--- src/hdl/gpa_pkg.sv ---
// ----------------------------------------------------------------------------
// gpa_pkg
// Shared types and constants for the gated profile averager: widths,
// register indexes, reset values and the controller/datapath interface.
// ----------------------------------------------------------------------------
package gpa_pkg;

    localparam int NUM_BINS_DEF   = 1024;
    localparam int CHANNELS_DEF   = 4;
    localparam int COUNT_BITS_DEF = 16;

    localparam int IN_CH   = 4;
    localparam int BIN_W   = 10;
    localparam int END_W   = 11;
    localparam int SAMP_W  = 32;
    localparam int SUM_W   = 48;
    localparam int TOT_W   = SUM_W + 3;
    localparam int IDX_W   = 3;
    localparam int STEP_W  = $clog2(TOT_W);

    localparam logic [SAMP_W-1:0] LIMIT0_RST = 32'd402653;
    localparam logic [SAMP_W-1:0] LIMIT1_RST = 32'd805306368;
    localparam logic [SAMP_W-1:0] LIMIT2_RST = 32'd402653184;
    localparam logic [SAMP_W-1:0] LIMIT3_RST = 32'd134217728;
    localparam logic [BIN_W-1:0]  FIRST_RST  = 10'd30;
    localparam logic [END_W-1:0]  END_RST    = 11'd800;

    typedef enum logic [IDX_W-1:0] {
        REG_LIMIT0 = 3'd0,
        REG_LIMIT1 = 3'd1,
        REG_LIMIT2 = 3'd2,
        REG_LIMIT3 = 3'd3,
        REG_FIRST  = 3'd4,
        REG_END    = 3'd5
    } t_reg_idx;

    typedef enum logic [3:0] {
        S_CLEAR,
        S_IDLE,
        S_ACC_RD,
        S_ACC_WR,
        S_RD_CHK,
        S_FETCH,
        S_DRAIN,
        S_LOAD,
        S_DIV,
        S_OUT
    } t_state;

    typedef struct packed {
        logic clr;
        logic load;
        logic acc_wr;
        logic rd_init;
        logic fetch;
        logic div_load;
        logic div_step;
        logic out_stb;
    } t_cmd;

    typedef struct packed {
        logic clr_last;
        logic edge_bin;
        logic fetch_last;
        logic div_last;
    } t_stat;

endpackage

--- src/hdl/gpa_ctrl.sv ---
// ----------------------------------------------------------------------------
// gpa_ctrl
// Sequencer for the averager: clearing pass, accumulate read/modify/write,
// five-bin fetch and the bit-serial divide of a readout.
// ----------------------------------------------------------------------------
module gpa_ctrl
    import gpa_pkg::*;
(
    input  logic  i_clk,
    input  logic  i_rst_n,
    input  logic  i_start,
    input  logic  i_mode,
    input  t_stat i_stat,
    output t_cmd  o_cmd,
    output logic  o_busy
);

    t_state r_state;
    t_state n_state;

    // hold state
    always_ff @(posedge i_clk) begin
        if (!i_rst_n) begin
            r_state <= S_CLEAR;
        end else begin
            r_state <= n_state;
        end
    end

    // next state and commands
    always_comb begin
        n_state = r_state;
        o_cmd   = '0;
        o_busy  = 1'b1;
        unique case (r_state)
            S_CLEAR: begin
                o_cmd.clr = 1'b1;
                if (i_stat.clr_last) begin
                    n_state = S_IDLE;
                end
            end
            S_IDLE: begin
                o_busy = 1'b0;
                if (i_start) begin
                    o_cmd.load = 1'b1;
                    n_state    = i_mode ? S_RD_CHK : S_ACC_RD;
                end
            end
            S_ACC_RD: begin
                n_state = S_ACC_WR;
            end
            S_ACC_WR: begin
                o_cmd.acc_wr = 1'b1;
                n_state      = S_IDLE;
            end
            S_RD_CHK: begin
                o_cmd.rd_init = 1'b1;
                n_state       = i_stat.edge_bin ? S_OUT : S_FETCH;
            end
            S_FETCH: begin
                o_cmd.fetch = 1'b1;
                if (i_stat.fetch_last) begin
                    n_state = S_DRAIN;
                end
            end
            S_DRAIN: begin
                n_state = S_LOAD;
            end
            S_LOAD: begin
                o_cmd.div_load = 1'b1;
                n_state        = S_DIV;
            end
            S_DIV: begin
                o_cmd.div_step = 1'b1;
                if (i_stat.div_last) begin
                    n_state = S_OUT;
                end
            end
            S_OUT: begin
                o_cmd.out_stb = 1'b1;
                n_state       = S_IDLE;
            end
            default: begin
                n_state = S_IDLE;
            end
        endcase
    end

endmodule

--- config.mk ---
export PLATFORM = sky130hd
export DESIGN_NAME = gpa_ctrl
export DESIGN_NICKNAME = d
export VERILOG_FILES = /design/src/hdl/gpa_pkg.sv /design/src/hdl/gpa_ctrl.sv
export SDC_FILE = /design/constraint.sdc
export NUM_CORES = 1
export LEC_CHECK = 0
export ABC_AREA = 1
export BUFFER_PORTS_ARGS = -buffer_cell sky130_fd_sc_hd__buf_2
export CAP_MARGIN = 20
export CORE_AREA = 2 2 39 41
export CTS_BUF_LIST = sky130_fd_sc_hd__clkbuf_4
export DETAILED_ROUTE_END_ITERATION = 8
export DIE_AREA = 0 0 41 43
export HOLD_SLACK_MARGIN = 0.05
export REMOVE_ABC_BUFFERS = 1
export SYNTH_ARGS = -nofsm -noshare
export SYNTH_HDL_FRONTEND = slang
export SYNTH_SLANG_ARGS = --single-unit
export TNS_END_PERCENT = 5
--- constraint.sdc ---
create_clock -name i_clk -period 3.1 [get_ports i_clk]
set_input_delay 0.155 -clock i_clk [delete_from_list [all_inputs] [get_ports i_clk]]
set_output_delay 0.155 -clock i_clk [all_outputs]
set_load 0.02 [all_outputs]
* Word level (Yosys, flattened, before mapping)
Cells that the tools add are included.
Widths: inputs -> output; s select.
** Storage, ports and cells
- Input bits :: 8
- Register bits :: 4
- Logic and storage cells :: 33
** Operators by class
- Multiplexer cells :: 17
- Equality and inequality tests :: 13
- Reductions and logical operators :: 2
** Operator list (number)
- $pmux 4 s8 :: 1
- $mux 4 :: 5
- $eq 4x3->1 const B :: 4
- $mux 1 :: 10
- $eq 4x2->1 const B :: 2
- $eq 4x4->1 const B :: 2
- $ne 2x2->1 const B :: 4
- $eq 4x1->1 const B :: 1
- $logic_not 4->1 :: 1
- $reduce_and 4->1 :: 1
- $mux 3 :: 1

* Longest topological paths before layout
Gate-level depths: netlist of the first run.
- Depth in word-level cells :: 3
- Mapped depth :: 8

* Worst setup path after synthesis of the first run
No wires, ideal clock.
- Kind :: register -> register
- Start :: register r_state[1]
- End :: register r_state[3]
- Clock period less this slack :: 1225 ps
- Setup time :: 65 ps
- Path buffers :: 0
- Stages on the path, launching flop included :: 6
- Path slack :: 1875 ps
- Required time :: 3035 ps
- Arrival :: 1160 ps
- Path through :: dfxtp_1 nor2_1 inv_1 nor2_1 a211oi_1 nor2_1
** Between the ends
- Longest elaborated chain between the ends :: 3
- Elaborated cells between the ends (all ways) :: 14
** Ends and longest elaborated chain
- start, declared :: RTL line gpa_ctrl.sv:18 : t_state r_state;
- start signal, assigned :: RTL line gpa_ctrl.sv:26 : r_state <= n_state;
- $eq 4x3->1 (tied with other cells) :: RTL line gpa_ctrl.sv:35 : unique case (r_state)
- $ne 2x2->1 (no line)
- $reduce_and 4->1 (no line)
Parallel ways exist; a longest one is shown, timed or not.
A chain may end at the register's enable or synchronous reset.

==> results of run 1 <==
## metrics by stage
step                      power (W)  cells  util [%]
final                     0.0002673     93     32.64
after global routing      0.0002949     93     32.64
after floorplan           0.0001711     58         -
after global placement    0.0002064     90     31.01
after CTS                 0.0002738     93     32.64
after detailed placement  0.0002058     90     31.01
## cell families (layout without fill, tap and decap cells)
group | after synthesis | count (layout) | synth area share [%]
simple gates | 38 | 38 | 54.00
flops | 4 | 4 | 24.34
compound gates | 4 | 4 | 7.983
buf+inv | 12 | 31 | 13.69
## worst max-delay path, stage by stage (launching register included)
cell and delay (ns):
dfxtp_1 0.34, nor2_1 0.26, inv_1 0.09, nor2_1 0.12
buf_2 0.18
## area by class of cell
type | count | share of cell area (%)
tap | 16 | 4.432
timing repair buffer | 16 | 17.73
clock buffer | 3 | 4.986
inverter | 12 | 9.972
sequential | 4 | 17.73
multi-input combinational | 42 | 45.15
## cells in the mapped netlist (all sizes together)
library cell	count	area share, %
nor3	1	1.5
inv	12	14
a31oi	1	1.9
nand3	4	6.1
a21oi	1	1.5
a211oi	2	4.6
nand2	14	17
nor2	17	25
nand3b	1	2.3
or2	1	1.9
dfxtp	4	24
## path summary, 6_finish.rpt
| path | cells past startpoint | startpoint | endpoint |
|---|---|---|---|
| min reg2reg | 2 | r_state[0] | r_state[0] |
| max | 4 | r_state[1] | o_cmd[4] |
| min | 3 | i_rst_n | r_state[0] |
| max reg2reg | 7 | r_state[2] | r_state[0] |
## routing by layer
layer | up-vias | global-route usage (%) | part of all wire, %
li1 | 215 | - | -
met1 | 158 | 13.83 | 47
met2 | 12 | 15.63 | 46
met3 | 0 | 4.712 | 7.2
met4 | 0 | 4.000 | 0
met5 | - | 0 | 0
## power breakdown
part	switching, W	internal (W)	total (W)
logic	0.0000857	0.0000459	0.000132
registers	0.0000120	0.0000598	0.0000718
clock network	0.0000207	0.0000433	0.0000639
==> qor.yml, run 1 <==
detailed_routing:
  first_pass_iters: 4
  drt_iter0_markers: 3
  vias: 385
  antenna_left: 0
  wirelength_um: 787
  vias_per_cell: 4.140
  remaining_drc_errors: 0
  wl_per_cell_um: 8.462
clock_tree:
  cts_max_path_buffers: 2
  cts_post_setup_buffers_inserted: 0
  holdBufCountCts: 0
  cts_buffers: 3
  clk_latency_ns: 0.23
  ctsResizeCount: 0
  clkSlewWorstSetupHoldPaths_ns: 0.04
  cts_tree: "yes"
  cts_sinks: 4
  cts_root_buf: "clkbuf_4"
  h-tree-depth: 1
power_and_ir_drop:
  peakVddDrop_mv: 0.2074
  power_per_cell_area_nw_per_um2: 591.8
  power_leakage_nw: 0.2647
floorplan:
  core_sq_um: 1384
  die_w_um: 41
  dieHeight_um: 43
  io_pins: 17
  rows: 14
  die-area_sq_um: 1763
  initial_core_util_pct: 23.78
sta:
  tns_ns: 0
  rsz0062_at_grt: "no"
  min_period_ns: 1.385
  finalCritPeriodShare_pct: 44.68
  worst_slack_ns: 1.715
  setup-violations-final: 0
  drv_slew: 0
  hold-worst-slack_ns: 0.1570
  finalClockSkew_ns: 0.001503
  fmax_mhz: 722.0
  hold_viol: 0
  relSlewSlack_pct: 81.48
  worst_pin_slew_ns: 0.2767
cells_and_area:
  drive_above_1_share_pct: 33.77
  top_register: "r_state"
  largest_reg_flops: 4
  seq_area_sq_um: 80.08
  area_growth_pct: 37.26
  multi_input_area_sq_um: 203.9
  final_area_sq_um: 451.7
  fill_cells: 161
  antenna_cells: 0
  layout_common_cells: "buf_2 (16), nand2_1 (13), nor2_1 (13)"
  nets: 87
  layout_commonest_cell: "buf_2"
  top_regs: "r_state x4"
critical_path:
  worst_setup_path_start_kind: "register"
  cp_data_arrival_time_ns: 1.23
  crit_type: "register to primary output"
  worst_setup_path_end_kind: "primary output"
  crit_required_ns: 2.94
  ff2ff_setup_slack_ns: 1.95
  cp_max_fo: 6
worst_hold_path:
  hold_class: "input port to register"
logic_synthesis:
  ys_seq_area_share_pct: 24.33
  ys_warn_count: 0
  synthCells: 58
  syn_avg_cell_area_sq_um: 5.674
  synth_seq_cells: 4
  ys_types: 15
  syn_area_sq_um: 329.1
global_route:
  grt_pass1_wl_mm: 1.304
  grt_max_degree: 7
  grt_overflow_total: 0
  antenna_found_initial: 0
  track_usage_pct: 10.84
  grt_pass1_vias: 338
placed_design:
  placed_area_sq_um: 429.2
  io_buffers: 16
  routabilityCongestion: 0.7528
  place_ws_ns: 1.947
  place_hpwl_um: 683.2
flow_run:
  maxCapViolCount: 0
run_status:
  outcome: "complete, no violations"
Note: power is estimated with default switching activity, not from simulation.
==> inputs of run 2 (changes only) <==
--- a/config.mk
+++ b/config.mk
@@ -5,7 +5,7 @@
 export SDC_FILE = /design/constraint.sdc
 export NUM_CORES = 1
 export LEC_CHECK = 0
-export ABC_AREA = 1
+export ABC_AREA = 0
 export BUFFER_PORTS_ARGS = -buffer_cell sky130_fd_sc_hd__buf_2
 export CAP_MARGIN = 20
 export CORE_AREA = 2 2 39 41
==> constraint.sdc (replaced) <==
create_clock -name i_clk -period 1.1 [get_ports i_clk]
set_input_delay 0.055 -clock i_clk [delete_from_list [all_inputs] [get_ports i_clk]]
set_output_delay 0.055 -clock i_clk [all_outputs]
set_load 0.02 [all_outputs]
==> run 2 against run 1 <==
Net effect:
- the run now ends with negative setup slack left
- area after synthesis is 8.0% higher
- die area stayed put
- count of clock-buffer cells in the layout stayed put
- sequential share of layout area is 4.5 points lower
- sequential power is 140% higher
- flip-flop and latch count stayed put
- hold slack worse by 0.080 ns
- core utilization is 18 points higher
- non-clock buffer count is 13 higher
- critical endpoint is now o_cmd[7]
- highest routed layer is now met4
==> qor.yml, run 2 <==
sta:
  hold_viol: 0
  finalClockSkew_ns: 0.01101
  fmax_mhz: 809.8
  setup-violations-final: 10
  min_period_ns: 1.235
  worst_slack_ns: -0.1349
  drv_slew: 0
  finalCritPeriodShare_pct: 112.3
  worst_pin_slew_ns: 0.2297
  relSlewSlack_pct: 84.63
  rsz0062_at_grt: "yes"
  tns_ns: -0.8554
placed_design:
  place_hpwl_um: 772.8
  io_buffers: 16
  routabilityCongestion: 0.9021
  placed_area_sq_um: 498.0
  place_ws_ns: -0.03354
flow_run:
  maxCapViolCount: 0
worst_hold_path:
  hold-path-cell-count: 2
  hold_class: "input port to register"
  min_to: "r_state[3]"
  hp-start: "i_rst_n"
cells_and_area:
  nets: 90
  final_area_sq_um: 701.9
  drive_above_1_share_pct: 61.25
  top_regs: "r_state x4"
  antenna_cells: 0
  area_growth_pct: 97.54
  seq_area_sq_um: 92.59
  fin_util_pct: 50.72
  largest_reg_flops: 4
  multi_input_area_sq_um: 316.6
  top_register: "r_state"
  fill_cells: 132
  layout_common_cells: "buf_4 (10), buf_6 (10), buf_2 (8)"
logic_synthesis:
  synthTopCellsByArea: "dfxtp_1 (23%), mux2i_1 (8.5%), nor3_1 (7.0%)"
  syn_avg_cell_area_sq_um: 6.833
  async_flop_share_pct: 0
  synth_edf_count: 0
  ys_warn_count: 0
  synth_seq_cells: 4
  synthTopCellsByCount: "nor2_1 (6), nand2_1 (5), nor3_1 (5)"
  ys_types: 24
  yosys.cell_count.top_type: "nor2_1"
  synth_top_cell_by_area: "dfxtp_1"
  synthCells: 52
  ys_seq_area_share_pct: 22.54
  syn_area_sq_um: 355.3
  synth_flop_cell: "dfxtp_1"
  synth_top_area_share_pct: 22.54
detailed_routing:
  first_pass_iters: 4
  wirelength_mm: 1.153
  antenna_left: 0
  remaining_drc_errors: 0
  drt_iter0_markers: 9
  vias: 464
  vias_per_cell: 4.833
  wl_per_cell_um: 12.01
critical_path:
  worstRegToRegCells: 5
  crit_type: "register to primary output"
  worst_setup_path_end_kind: "primary output"
  r2r-end: "r_state[0]"
  crit_required_ns: 1.04
  ff2ff_setup_slack_ns: -0.01
  cp_max_fo: 7
  r2r_start: "r_state[2]"
  worst_setup_path_start_kind: "register"
  cp_data_arrival_time_ns: 1.18
global_route:
  antenna_found_initial: 0
  track_usage_pct: 14.37
  grt_max_degree: 9
  grt_pass1_wl_mm: 1.711
  grt_pass1_vias: 412
  grt_overflow_total: 0
clock_tree:
  cts_root_buf: "clkbuf_4"
  cts_tree: "yes"
  cts_max_path_buffers: 2
  clkSlewWorstSetupHoldPaths_ns: 0.05
  h-tree-depth: 1
  clk_latency_ns: 0.25
  cts_buffers: 3
  holdBufCountCts: 0
  cts_sinks: 4
power_and_ir_drop:
  finalPower_w: 0.0006453
  peakVddDrop_mv: 0.3834
  power_per_cell_area_nw_per_um2: 919.3
  power_leakage_nw: 0.3031
floorplan:
  rows: 14
  die_w_um: 41
  core_sq_um: 1384
  io_pins: 17
  die-area_sq_um: 1763
  initial_core_util_pct: 25.68
  dieHeight_um: 43
run_status:
  outcome: "finished, violations left"
  violations: "negative setup slack"
==> run 2: cell count changes after synthesis, sizes merged, moves of 4 or more <==
| cell | delta |
|---|---|
| nor3 | +4 |
| nand2 | -8 |
| nor2 | -11 |
| buf | +4 |
| inv | -10 |
==> run 2: worst max path at each step <==
stage	start	end	cells after the start
floorplan	r_state[0]	r_state[2]	4
global placement	r_state[0]	r_state[2]	4
detailed placement	r_state[2]	r_state[2]	4
CTS	r_state[0]	o_cmd[4]	3
global route	r_state[1]	o_cmd[7]	3
finish	r_state[1]	o_cmd[7]	3
==> run 2: layout make-up <==
type                       count  share of cell area (%)
multi-input combinational     42                   45.10
timing repair buffer          29                   34.58
sequential                     4                   13.19
clock buffer                   3                   3.209
tap                           16                   2.852
inverter                       2                   1.070
==> run 2: per-stage QoR <==
step	cells	hold slack, ns
finish	96	0.07723
CTS	95	0.07700
floorplan	48	0.1832
global route	96	0.09510
global placement	89	0.3255
detailed placement	89	0.3274
==> run 2: critical path, stage by stage, from the launching register on <==
cell and delay, ns:
dfxtp_2 0.34, buf_6 0.14, nor4_2 0.24, buf_2 0.20
==> run 2: cells by family (layout without fill, tap and decap cells) <==
family,count (synthesis),after routing,synth area share (%)
buffers and inverters,6,34,9.152
AND/OR/NAND/NOR,30,30,44.72
AO/OA/AOI/OAI,9,9,15.14
multiplexers,3,3,8.451
flip-flops,4,4,22.54
==> run 2: timing repair <==
action                     in CTS  in global routing
pin swaps                       3                  4
setup endpoints to repair      12                 12
setup buffers                   3                  1
gates resized for setup        23                 19
==> run 2: where the power goes <==
part | total (W) | internal (W) | switching, W
combinational | 0.000271 | 0.000145 | 0.000126
sequential | 0.000172 | 0.000154 | 0.0000186
clock | 0.000202 | 0.000123 | 0.0000790
total | 0.000645 | 0.000421 | 0.000224
==> run 2: layer usage <==
layer | up-vias | global-route usage, % | part of all wire (%)
met5 | - | 0 | 0
met4 | 0 | 10.00 | 1.8
met3 | 2 | 3.141 | 4.9
met2 | 14 | 19.69 | 50
met1 | 212 | 19.03 | 43
li1 | 236 | - | -
